[src/three_term_recurrence_checksum_unit_defines.svh]
// Assertion macros for the checksum unit.
`ifndef THREE_TERM_RECURRENCE_CHECKSUM_UNIT_DEFINES_SVH
`define THREE_TERM_RECURRENCE_CHECKSUM_UNIT_DEFINES_SVH

// Same-cycle implication, checked while out of reset.
`define TTRC_ASSERT_NOW(label, clk, rst_n, ante, cons) \
    label: assert property (@(posedge clk) disable iff (!(rst_n)) (ante) |-> (cons)) \
        else $error("ttrc same-cycle check failed");

// Next-cycle implication, checked while out of reset.
`define TTRC_ASSERT_NEXT(label, clk, rst_n, ante, cons) \
    label: assert property (@(posedge clk) disable iff (!(rst_n)) (ante) |=> (cons)) \
        else $error("ttrc next-cycle check failed");

`endif

[src/ttrc_pkg.sv]
package ttrc_pkg;

    localparam logic [7:0]  MUL_A        = 8'd17;
    localparam logic [7:0]  MUL_B        = 8'd31;
    localparam logic [7:0]  FIRST_OFFSET = 8'd7;
    localparam logic [15:0] TERM_MOD     = 16'hFFFF;
    // multiple of the modulus that lifts any negative difference to >= 0
    localparam logic [24:0] WRAP_BIAS    = 25'(65535 * 256);

    typedef struct packed {
        logic [15:0] prev_term;
        logic [15:0] cur_term;
        logic [7:0]  position;
        logic        at_start;
    } t_state;

    localparam t_state STATE_RESET = '{
        prev_term: 16'd1,
        cur_term:  16'd1,
        position:  8'd0,
        at_start:  1'b1
    };

endpackage

[src/ttrc_if.sv]
interface ttrc_in_if;
    logic       valid;
    logic       ready;
    logic [7:0] data_byte;
    logic       last_byte;

    modport source (output valid, output data_byte, output last_byte, input ready);
    modport sink   (input valid, input data_byte, input last_byte, output ready);
endinterface

interface ttrc_out_if;
    logic        valid;
    logic        ready;
    logic [15:0] checksum;

    modport source (output valid, output checksum, input ready);
    modport sink   (input valid, input checksum, output ready);
endinterface

[src/ttrc_step.sv]
module ttrc_step
    import ttrc_pkg::*;
(
    input  t_state     i_state,
    input  logic [7:0] i_data_byte,
    output t_state     o_state
);

    logic [12:0] ma_full;
    logic [12:0] mb_full;
    logic [8:0]  coef_a;
    logic [24:0] prod_a;
    logic [23:0] prod_b;
    logic        neg;
    logic [24:0] diff;
    logic [16:0] fold;
    logic [15:0] next_term;

    always_comb begin
        ma_full = 13'(i_state.position) * 13'(MUL_A);
        mb_full = 13'(i_state.position) * 13'(MUL_B);
        coef_a  = 9'(i_data_byte) + 9'(ma_full[7:0]);
        prod_a  = 25'(coef_a) * 25'(i_state.cur_term);
        prod_b  = 24'(mb_full[7:0]) * 24'(i_state.prev_term);
        neg     = prod_a < 25'(prod_b);
        // 2^64 wraps to +1 modulo 65535
        if (neg) begin
            diff = prod_a + WRAP_BIAS + 25'd1 - 25'(prod_b);
        end else begin
            diff = prod_a - 25'(prod_b);
        end
        // end-around fold: 2^16 is 1 modulo 65535
        fold = 17'(diff[24:16]) + 17'(diff[15:0]);
        if (fold >= 17'(TERM_MOD)) begin
            next_term = 16'(fold - 17'(TERM_MOD));
        end else begin
            next_term = fold[15:0];
        end

        if (i_state.at_start) begin
            o_state.prev_term = 16'd1;
            o_state.cur_term  = 16'(i_data_byte) + 16'(FIRST_OFFSET);
            o_state.position  = 8'd1;
            o_state.at_start  = 1'b0;
        end else begin
            o_state.prev_term = i_state.cur_term;
            o_state.cur_term  = next_term;
            o_state.position  = i_state.position + 8'd1;
            o_state.at_start  = 1'b0;
        end
    end

endmodule

[src/three_term_recurrence_checksum_unit.sv]
// Byte-stream checksum by a three-term recurrence. One byte item is taken per
// cycle unless stalled; the checksum item appears on the output in the cycle
// after the byte marked last is taken, and the recurrence state is then back at
// its reset values so the next message can start on the next cycle. The rate
// of one byte per cycle is set by the feedback of the current term through
// the two multiplies and the modulo-65535 fold into the state registers. The
// checksum sits in an output register; while it is held and the sink is not
// ready, the input is stalled, and a checksum taken frees the input that cycle.
`include "three_term_recurrence_checksum_unit_defines.svh"

module three_term_recurrence_checksum_unit
    import ttrc_pkg::*;
(
    input  logic        i_clk,
    input  logic        i_rst_n,
    ttrc_in_if.sink     i_in,
    ttrc_out_if.source  o_out
);

    t_state      r_state;
    t_state      n_state;
    t_state      step_state;
    logic        r_out_valid;
    logic        n_out_valid;
    logic [15:0] r_checksum;
    logic        in_acc;
    logic        last_acc;
    logic        out_stall;
    logic        state_idle;

    ttrc_step u_step (
        .i_state     (r_state),
        .i_data_byte (i_in.data_byte),
        .o_state     (step_state)
    );

    assign out_stall  = r_out_valid && !o_out.ready;
    assign i_in.ready = !out_stall;
    assign in_acc     = i_in.valid && i_in.ready;
    assign last_acc   = in_acc && i_in.last_byte;
    assign state_idle = (r_state == STATE_RESET);

    always_comb begin
        n_state     = r_state;
        n_out_valid = out_stall;
        if (in_acc) begin
            if (i_in.last_byte) begin
                n_state     = STATE_RESET;
                n_out_valid = 1'b1;
            end else begin
                n_state = step_state;
            end
        end
    end

    always_ff @(posedge i_clk) begin
        if (!i_rst_n) begin
            r_state     <= STATE_RESET;
            r_out_valid <= 1'b0;
        end else begin
            r_state     <= n_state;
            r_out_valid <= n_out_valid;
        end
    end

    always_ff @(posedge i_clk) begin
        if (last_acc) begin
            r_checksum <= step_state.cur_term;
        end
    end

    assign o_out.valid    = r_out_valid;
    assign o_out.checksum = r_checksum;

    `TTRC_ASSERT_NOW(a_hold_stalls_input, i_clk, i_rst_n, out_stall, !i_in.ready)
    `TTRC_ASSERT_NEXT(a_last_restarts, i_clk, i_rst_n, last_acc, r_out_valid && state_idle)
    `TTRC_ASSERT_NOW(a_sum_in_range, i_clk, i_rst_n, r_out_valid, r_checksum != TERM_MOD)
    `TTRC_ASSERT_NOW(a_start_at_zero, i_clk, i_rst_n, r_state.at_start, r_state.position == 8'd0)

endmodule
[src/flat_wrapper.sv]
// flat-port wrapper written by rule: the top's interface ports become plain ports
module three_term_recurrence_checksum_unit_flat import ttrc_pkg::*;
  (i_clk, i_rst_n, i_in_valid, i_in_data_byte, i_in_last_byte, i_in_ready, o_out_valid, o_out_checksum, o_out_ready);
  ttrc_in_if i_in_i ();
  ttrc_out_if o_out_i ();
  input  logic i_clk;
  input  logic i_rst_n;
  input wire logic [$bits(i_in_i.valid)-1:0] i_in_valid;
  input wire logic [$bits(i_in_i.data_byte)-1:0] i_in_data_byte;
  input wire logic [$bits(i_in_i.last_byte)-1:0] i_in_last_byte;
  output wire logic [$bits(i_in_i.ready)-1:0] i_in_ready;
  output wire logic [$bits(o_out_i.valid)-1:0] o_out_valid;
  output wire logic [$bits(o_out_i.checksum)-1:0] o_out_checksum;
  input wire logic [$bits(o_out_i.ready)-1:0] o_out_ready;
  assign i_in_i.valid = i_in_valid;
  assign i_in_i.data_byte = i_in_data_byte;
  assign i_in_i.last_byte = i_in_last_byte;
  assign i_in_ready = i_in_i.ready;
  assign o_out_valid = o_out_i.valid;
  assign o_out_checksum = o_out_i.checksum;
  assign o_out_i.ready = o_out_ready;
  three_term_recurrence_checksum_unit u_core (.i_clk(i_clk), .i_rst_n(i_rst_n), .i_in(i_in_i), .o_out(o_out_i));
endmodule
[config.mk]
export PLATFORM = sky130hd
export DESIGN_NAME = three_term_recurrence_checksum_unit_flat
export DESIGN_NICKNAME = d
export VERILOG_FILES = /design/src/ttrc_pkg.sv /design/src/ttrc_if.sv /design/src/ttrc_step.sv /design/src/three_term_recurrence_checksum_unit.sv /design/src/flat_wrapper.sv
export VERILOG_INCLUDE_DIRS = /design/src /design/src/src
export SDC_FILE = /design/constraint.sdc
export NUM_CORES = 1
export LEC_CHECK = 0
export ABC_AREA = 1
export CAP_MARGIN = 20
export CORE_MARGIN = 3
export CORE_UTILIZATION = 40
export DETAILED_ROUTE_END_ITERATION = 16
export DONT_BUFFER_PORTS = 1
export PLACE_DENSITY = 0.66
export SETUP_SLACK_MARGIN = 0.3
export SYNTH_ARGS = -nofsm -noshare
export SYNTH_HDL_FRONTEND = slang
export SYNTH_SLANG_ARGS = --single-unit
[constraint.sdc]
create_clock -name i_clk -period 16.2 [get_ports i_clk]
set_input_delay 4.86 -clock i_clk [delete_from_list [all_inputs] [get_ports i_clk]]
set_output_delay 4.86 -clock i_clk [all_outputs]
set_load 0.005 [all_outputs]
# Yosys cells after proc, flatten, opt, wreduce, memory -nomap -nowiden
# Cells that the tools add are included.
# totals
reg_bits	58
inputBits	13
output_inout_bits	18
wordCells	32
# op_classes
add_sub_neg	9
multipliers	4
n_lt_le_gt_ge	2
n_mux	6
n_reduce_logical	5
# op_table
cell	count
2-to-1 mux 41 bit	2
subtractor 25 x 24 -> 25 bit	2
adder 25 x 1 -> 25 bit, second input constant	1
adder 25 x 24 -> 25 bit, second input constant	1
less-than comparator 25 x 24 -> 1 bit	1
multiplier 9 x 16 -> 25 bit	1
2-to-1 mux 25 bit	1
multiplier 8 x 16 -> 24 bit	1
adder 9 x 16 -> 17 bit	1
greater-or-equal comparator 17 x 16 -> 1 bit, second input constant	1
multiplier 8 x 5 -> 8 bit, second input constant	2
2-to-1 mux 16 bit	1
subtractor 16 bit, second input constant	1
adder 8 x 3 -> 9 bit, second input constant	1
adder 8 x 8 -> 9 bit	1
adder 8 x 1 -> 8 bit, second input constant	1
logical AND 1 bit	3
zero test 1 bit	2
2-to-1 mux 1 bit	2

# Depth between registers and ports, before layout
# Gate-level depths: netlist of the first run.
# logic_depth
depth_word	12
mapped_depth	79
mapped_depth_nobuf	77

# Hierarchy
# A second synthesis of the first run with hierarchy kept.
# hier_totals
hier_cells	2327
hier_area_um2	16070.4
# by_module_without_submodules
mod	n_inst	cells_per_inst	area_each_um2	seq_area_each_um2
ttrc_step	1	2014	13700.6	0.0
three_term_recurrence_checksum_unit	1	313	2369.8	1321.3

# Least setup slack after synthesis of the first run
# Ideal clock, no wire load.
# synth_path
path_kind	input port to flip-flop
from	input i_in_data_byte[2]
to	register u_core.r_checksum[6] (netlist: u_core.o_out.checksum[6]) (data pin)
setup_time_ps	255
arrival_ps	14733
t_required_ps	15945
path_slack_ps	1213
stages	70
n_path_buf	4
cell_sequence	ha_1 > nand3_1 > and2_1 > inv_1 > a21oi_1 > o21ai_0 > nand2_1 > nand2_1 > a21oi_1 > inv_1 > or2_2 > nand2_1 > inv_1 > clkbuf_1 > nand2_1 > fa_1 > inv_1 > fa_1 > [34 not listed] > nor3_1 > nand2_1 > nor2_1 > nand2_1 > nor2_1 > nand3_1 > inv_1 > nand4_1 > nor2_4 > nand2_2 > nand2_1 > nand2_1 > nand2_2 > buf_6 > nand2_1 > nand2_1 > nand3_1 > and2_1
# synth_rtl
element	line_no	source
start, declared	flat_wrapper.sv:9	input wire logic [$bits(i_in_i.data_byte)-1:0] i_in_data_byte;
end signal, assigned	three_term_recurrence_checksum_unit.sv:68	r_checksum <= step_state.cur_term;
end, declared	three_term_recurrence_checksum_unit.sv:25	logic [15:0] r_checksum;

==> results.toml, run 1 <==
[status]
status = "finished clean"

[yosys]
ys_seq_area_frac = 0.0853
yosys_warnings = 0
async_reset_ff_frac = 0
synth_edf_count = 16
syn-num-nets = 2586
yosysUniqueCellTypes = 48
synth-main-ff-cell = "dfxtp_1"
synth_area_mm2 = 0.0155
syn_inst = 2181
ys_ff_latch = 58
avgSynthCellArea_um2 = 7.10

[worst_setup_path]
critPathKind = "primary input to flop"
start_kind = "primary input"
path_common_cell = "nand2_1"
required_ps = 16290
reg2regPathDepth = 69
critPathArrivalTime_ps = 15160
cp_slowest_cell = "fa_1"
slowest_delay_ps = 540
worstPathMaxFanout = 20
cp-end-kind = "flop"

[clock_tree]
clock_path_buffers = 2
cts_tree = "built"
cts-root-buf = "clkbuf_16"
cts_buffers = 9
htree_levels = 3
hold_buffers = 0
insertion_delay_ps = 330
clock_sinks = 58
clk_pin_slew_ps = 60

[timing]
slew_headroom = 0.367
finalSetupViolCount = 0
max_freq_mhz = 66.4
skew_ps = 7.75
finalMaxSlewViolations = 0
rsz0062_at_grt = "false"
fin_ws_ps = 1130
worst_pin_slew_ps = 949
layout_worst_path_cycle_share = 0.930
hold_viol = 0
fin_crit_ps = 15070

[worst_hold_path]
min_delay_path_depth = 2
hold_class = "flop to flop"

[die]
initial_core_util = 0.408
die_x_um = 203
ioPinCount = 31
fp.coreArea_mm2 = 0.0379
die_area_mm2 = 0.0411
rows = 71
die_h_um = 203

[global_route]
grt_pass1_vias = 13326
grt_max_degree = 43
grt_pass1_wl_mm = 70.0
antenna_found_initial = 0
grtUsageTotal = 0.212
grt_overflow = 0

[detailed_routing]
viasPerCell = 5.07
wl_per_cell_um = 16.1
routed_wl_mm = 43.1
route.detailed.drc = 0
postRouteAntennaNets = 0
dr_total_vias = 13526
drt_iter0_markers = 1193
first_pass_iters = 6

[layout]
final_common_cell = "inv_1"
area_growth_pct = 6.75
most-common-layout-cells = "517 x inv_1, 488 x nand2_1, 203 x fa_1"
insertedDiodeCount = 0
final_nets = 2559
drive_gt1_frac = 0.0584

[run]
cap_violations = 0

[placement]
place_ws_ps = -127
port_buffers = 0
dp_hpwl_mm = 36.9
gp_congestion = 0.917
[repair_timing]
item                       4_1_cts  5_1_grt
buffers inserted                 2        4
pin swaps                        0        4
gates resized for setup          2       43
setup endpoints to repair        3       32
[flip-flops by register name (all words and copies together), names as in the netlist]
signal	count
u_core.o_out.checksum	16
u_core.o_out.valid	1
u_core.r_state	41
[synth_stat cells (4+ instances only)]
library cell    n  area, µm²
inv_1         519       1950
nand2_1       489       1840
fa_1          204       4080
ha_1          188       2350
nor2_1        171        642
a21oi_1       136        681
nand3_1        82        410
xor2_1         56        490
o21ai_0        55        275
clkbuf_1       50        188
dfxtp_1        42        841
xnor2_1        29        254
nand2_2        20        125
nand4_1        19        119
edfxtp_1       16        480
or2_2          15       93.8
nor2_2          9       56.3
nor3_1          8       40.0
and2_1          7       43.8
a31oi_1         6       37.5
a21o_1          5       37.5
o21bai_1        5       37.5
mux2i_1         4       40.0
nand3_2         4       40.0
o211ai_1        4       30.0
[kinds of logic (layout without fill, tap and decap cells)]
group                      count (synthesis)  in the layout  share of synthesized area
xor gates and xnor gates                  85             85                     0.0480
buffers and inverters                    578            556                      0.141
AOI/OAI and AO/OA                        230            230                     0.0811
adders and majority gates                392            392                      0.415
and+or+nand+nor                          834            834                      0.226
DFF                                       58             58                     0.0853
muxes                                      4              4                    0.00258
[metal layers]
metal	track usage	part of all wire	vias up
met5	0	0	-
met1	0.303	0.45	6479
met2	0.335	0.44	459
met3	0.0350	0.081	54
met4	0.0557	0.029	0
li1	-	-	6534
[path summary, 6_finish.rpt]
kind,to,slack (ps),start
worst max-delay path,u_core.o_out.checksum[5],1130,i_in_data_byte[2]
worst min register to register,u_core.r_state[8],600,u_core.r_state[8]
worst min-delay path,u_core.r_state[8],600,u_core.r_state[8]
worst max register to register,u_core.o_out.checksum[5],2700,u_core.r_state[2]
[per-stage QoR]
stage,instances,hold slack (ps),utilization,setup TNS [ps],instance area (µm²)
2_1_floorplan,2181,484,-,0,15500
3_3_place_gp,2647,580,0.422,0,16000
3_5_place_dp,2647,589,0.422,-334,16000
4_1_cts,2665,597,0.430,0,16300
5_1_grt,2670,632,0.436,0,16500
6_report,2670,603,0.436,0,16500
[worst max-delay path, delay by kind of cell]
| family | cells | cell delay [ps] |
|---|---|---|
| fa+ha+maj | 10 | 3930 |
| simple gates | 33 | 3890 |
| compound gates | 10 | 1280 |
| buf+inv | 10 | 900 |
| xor+xnor | 1 | 260 |
[area by class of cell]
class	count	area, µm²
well taps	511	639
repair buffers	18	168
inverters	522	1970
clock buffers	10	229
flip-flops and latches	58	1320
multi-input cells	1545	12100
fillers	3858	21400
clock inverters	6	81.3
Power of run 1 is left out: the tool's default activity adds up to more than one toggle a clock period on the data nets, which glitch-free logic cannot reach.
==> run 2, diff against run 1 <==
--- a/config.mk
+++ b/config.mk
@@ -8,6 +8,7 @@
 export LEC_CHECK = 0
 export ABC_AREA = 1
 export CAP_MARGIN = 20
+export CORE_ASPECT_RATIO = 1.4
 export CORE_MARGIN = 3
 export CORE_UTILIZATION = 40
 export DETAILED_ROUTE_END_ITERATION = 16
==> run 2 against run 1 <==
  * Critical path depth did not move
  * Sequential share of layout area about the same
  * Fmax is 0.78% lower
  * Final area about the same
  * Count of clock-buffer cells in the layout up 1
  * Register-to-register slack better by 100 ps
  * Non-clock buffer count increased by 7
  * Critical endpoint is now u_core.o_out.checksum[3]
  * Via count about the same
  * Flip-flop and latch count is the same
  * Global-route usage grew 0.34 points
  * First-iteration DRC count is 41% lower
  * Highest routed layer unchanged
==> results.toml, run 2 (synthesis gave the netlist of run 1 again) <==
[status]
status = "finished clean"

[layout]
largest_reg_flops = 41
insertedDiodeCount = 0
most-common-layout-cells = "518 x inv_1, 489 x nand2_1, 203 x fa_1"
drive_gt1_frac = 0.0568
top_register = "u_core.r_state"
final_nets = 2566
ff_latch_area_mm2 = 0.00132
final_common_cell = "inv_1"
multi_input_area_mm2 = 0.0121
area_growth_pct = 6.78
fillers = 3915
final_cells = 2682
fin_area_mm2 = 0.0165

[timing]
skew_ps = 7.10
slew_headroom = 0.295
finalSetupViolCount = 0
fin_crit_ps = 15180
worst_pin_slew_ps = 1060
max_freq_mhz = 65.9
rsz0062_at_grt = "false"
layout_worst_path_cycle_share = 0.937
hold_viol = 0
finalMaxSlewViolations = 0
fin_ws_ps = 1020
fin_tns_setup_ps = 0

[clock_tree]
htree_levels = 3
cts_tree = "built"
clk_pin_slew_ps = 50
cts_buffers = 9
insertion_delay_ps = 320
clock_sinks = 58
clock_path_buffers = 2
cts-root-buf = "clkbuf_16"

[worst_setup_path]
slowest_delay_ps = 540
path_common_cell = "nand2_1"
worstPathMaxFanout = 16
required_ps = 16280
critPathKind = "primary input to flop"
critPathArrivalTime_ps = 15260
cp-end-kind = "flop"
cp_slowest_cell = "fa_1"
start_kind = "primary input"

[die]
initial_core_util = 0.408
ioPinCount = 31
die_area_mm2 = 0.0412
rows = 84
die_h_um = 239
fp.coreArea_mm2 = 0.0379
die_x_um = 172

[global_route]
grt_pass1_wl_mm = 70.1
grt_max_degree = 43
grt_pass1_vias = 13840
grt_overflow = 0
grtUsageTotal = 0.216
antenna_found_initial = 0

[detailed_routing]
postRouteAntennaNets = 0
routed_wl_mm = 43.7
viasPerCell = 5.04
dr_total_vias = 13516
route.detailed.drc = 0
drt_iter0_markers = 700
wl_per_cell_um = 16.3
first_pass_iters = 5

[placement]
dp_cells = 2656
dp_hpwl_mm = 37.6
port_buffers = 0
gp_congestion = 0.960
place_ws_ps = 242
post_dp_cell_area_mm2 = 0.0160

[run]
cap_violations = 0

[worst_hold_path]
hold_class = "flop to flop"
==> run 2: cell count changes in the layout (fill, tap and decap cells not counted), sizes merged <==
cell / previous run / this run
buf: 18 / 25
clkinv: 3 / 2
clkbuf: 10 / 11
==> run 2: cell type report <==
cell class | count | share of cell area
Inverter | 522 | 0.119
Multi-Input combinational cell | 1545 | 0.731
Clock buffer | 11 | 0.0147
Tap cell | 516 | 0.0390
Clock inverter | 5 | 0.00469
Timing Repair Buffer | 25 | 0.0120
Sequential cell | 58 | 0.0799
==> run 2: critical path, delay by kind of cell <==
kind,cells,cell delay (ps)
xor+xnor,2,500
compound gates,11,1790
buf+inv,11,1040
fa+ha+maj,9,3570
simple gates,31,3480
==> run 2: path summary, 6_finish.rpt <==
check                                        from                  endpoint  slack [ps]  cells after the start
worst min register to register  u_core.r_state[1]         u_core.r_state[1]         550                      2
worst max-delay path            i_in_data_byte[2]  u_core.o_out.checksum[3]        1020                     64
worst max register to register  u_core.r_state[1]  u_core.o_out.checksum[3]        2800                     71
worst min-delay path            u_core.r_state[1]         u_core.r_state[1]         550                      2
==> run 2: layer usage <==
metal,up-vias,part of all wire,GRT usage
met5,-,0,0
met4,0,0.043,0.0709
met3,76,0.046,0.0217
met2,322,0.53,0.406
met1,6579,0.38,0.252
li1,6539,-,-
==> run 2: timing repair <==
item                       4_1_cts  5_1_grt
resized for setup                0       34
setup endpoints to repair        0       32
hold buffers                     0        0
buffers inserted                 0        9
==> run 2: metrics by stage <==
stage,hold WS (ps),utilization
6_report,553,0.436
5_1_grt,589,0.436
4_1_cts,550,0.431
3_5_place_dp,543,0.422
3_3_place_gp,539,0.422
2_1_floorplan,484,-
Power of run 2 is left out for the same reason.
==> run 3, diff against run 2 <==
--- a/config.mk
+++ b/config.mk
@@ -15,6 +15,9 @@
 export DONT_BUFFER_PORTS = 1
 export PLACE_DENSITY = 0.66
 export SETUP_SLACK_MARGIN = 0.3
+export SKIP_CTS_REPAIR_TIMING = 1
+export SLEW_MARGIN = 20
 export SYNTH_ARGS = -nofsm -noshare
 export SYNTH_HDL_FRONTEND = slang
+export SYNTH_HIERARCHICAL = 1
 export SYNTH_SLANG_ARGS = --single-unit
==> run 3 against run 2 <==
  * Via count rose by 6.3%
  * Core utilization fell by 0.72 points
  * Area after synthesis rose by 3.7%
  * Final area rose by 2.4%
  * Worst hold slack improved by 31 ps
  * Synthesized cell count rose by 6.7%
  * Critical path type unchanged
  * Critical endpoint is now u_core/r_state[23]
  * Fmax rose by 1.1%
  * Final cell count rose by 5.1%
==> results.toml, run 3 <==
[worst_setup_path]
cp-end-kind = "flop"
required_ps = 16430
cp_slowest_cell = "fa_1"
critPathArrivalTime_ps = 15260
slowest_delay_ps = 530
worstPathMaxFanout = 14
path_common_cell = "nand2_1"
start_kind = "primary input"
critPathKind = "primary input to flop"

[global_route]
grt_max_degree = 43
grt_overflow = 0
grtUsageTotal = 0.221
grt_pass1_vias = 14704
antenna_found_initial = 0
grt_pass1_wl_mm = 75.1

[timing]
fin_crit_ps = 15020
fin_tns_setup_ps = 0
finalSetupViolCount = 0
layout_worst_path_cycle_share = 0.927
rsz0062_at_grt = "false"
max_freq_mhz = 66.6
hold_viol = 0
skew_ps = 7.53
finalMaxSlewViolations = 0
worst_pin_slew_ps = 1100
slew_headroom = 0.267

[layout]
final_common_cell = "inv_1"
top_register = "u_core/r_state"
insertedDiodeCount = 0
largest_reg_flops = 41
drive_gt1_frac = 0.0428
final_cells = 2818
most-common-layout-cells = "525 x inv_1, 518 x nand2_1, 272 x nor2_1"
final_nets = 2690
area_growth_pct = 5.39

[die]
fp.coreArea_mm2 = 0.0395
ioPinCount = 31
rows = 86
die_x_um = 175
die_h_um = 243
die_area_mm2 = 0.0427
initial_core_util = 0.407

[worst_hold_path]
hold_class = "flop to flop"

[yosys]
synth_commonest_cells = "529 x inv_1, 520 x nand2_1, 275 x nor2_1"
async_reset_ff_frac = 0
ys_seq_area_frac = 0.0822
synth_edf_count = 16
yosys-top-cells-area = "fa_1 25%, ha_1 15%, inv_1 12%, nand2_1 12%, nor2_1 6.4%"
synth-main-ff-cell = "dfxtp_1"
synth.top_cell.area_share = 0.254
synth_area_mm2 = 0.0161
avgSynthCellArea_um2 = 6.91
yosysTopAreaCell = "fa_1"
ys_ff_latch = 58
syn-num-nets = 2732
syn_inst = 2327
yosysUniqueCellTypes = 50
synth_most_common_cell = "inv_1"
yosys_warnings = 6

[placement]
port_buffers = 0
gp_congestion = 0.993
dp_cells = 2799
dp_hpwl_mm = 39.2

[detailed_routing]
route.detailed.drc = 0
drt_iter0_markers = 878
dr_total_vias = 14372
first_pass_iters = 5
routed_wl_mm = 46.9
postRouteAntennaNets = 0
viasPerCell = 5.10
wl_per_cell_um = 16.6

[clock_tree]
htree_levels = 3
insertion_delay_ps = 340
clock_sinks = 58
cts_buffers = 9
cts-root-buf = "clkbuf_16"
clock_path_buffers = 2
clk_pin_slew_ps = 50
cts_tree = "built"

[status]
status = "finished clean"

[run]
cap_violations = 0
run 3: cell count changes after synthesis, moves of 5 or more:
cell,delta
nor2_1,+104
buf_2,+6
a21oi_1,-31
xnor2_1,+13
nand2_1,+31
and2_1,-6
nand3_1,+31
inv_1,+10
nand2_2,-5
buf_4,+7
nand4_1,-5
clkbuf_1,-9
run 3: path summary, 6_finish.rpt:
path	cells after the start	start	to	slack (ps)
worst max-delay path	59	i_in_data_byte[2]	u_core/r_state[23]	1180
worst min register to register	2	u_core/r_state[30]	u_core/r_state[30]	580
worst max register to register	66	u_core/r_state[1]	u_core/r_state[23]	1970
worst min-delay path	2	u_core/r_state[30]	u_core/r_state[30]	580
run 3: cell type report:
cell class,count,area [µm²]
tap,528,661
inverter,532,2000
clock inverter,5,52.6
sequential,58,1320
multi-input combinational,1676,12600
timing repair buffer,8,71.3
fill,4119,22600
clock buffer,11,253
run 3: cells by family (layout without fill, tap and decap cells):
kind of cell    Yosys count  count (layout)  share of synthesized area
flops                    58              58                     0.0822
xor+xnor                 96              96                     0.0523
simple gates            980             980                      0.251
buf+inv                 593             556                      0.142
mux                       4               4                    0.00249
compound gates          203             203                     0.0689
other cells               1               1                   0.000233
fa+ha+maj               392             392                      0.400
run 3: metrics by stage:
| step | instance area (µm²) | utilization | hold slack (ps) | worst slack [ps] |
|---|---|---|---|---|
| after floorplan | 16100 | - | 427 | 1150 |
| after global placement | 16500 | 0.417 | 576 | 578 |
| after detailed placement | 16500 | 0.417 | 581 | 459 |
| after CTS | 16800 | 0.425 | 588 | 776 |
| after global routing | 16900 | 0.429 | 633 | 260 |
| final | 16900 | 0.429 | 584 | 1180 |
run 3: worst max-delay path, delay by kind of cell:
family                     cells  cell delay (ps)
buffers and inverters          7              480
and+or+nand+nor               30             3820
AOI/OAI and AO/OA             11             1900
xor gates and xnor gates       2              420
adders and majority gates      9             3730
run 3: metal layers:
metal | global-route usage | share of wire
met1 | 0.250 | 0.38
met2 | 0.409 | 0.52
met3 | 0.0260 | 0.049
met4 | 0.103 | 0.054
met5 | 0 | 0
Power of run 3 is left out for the same reason.
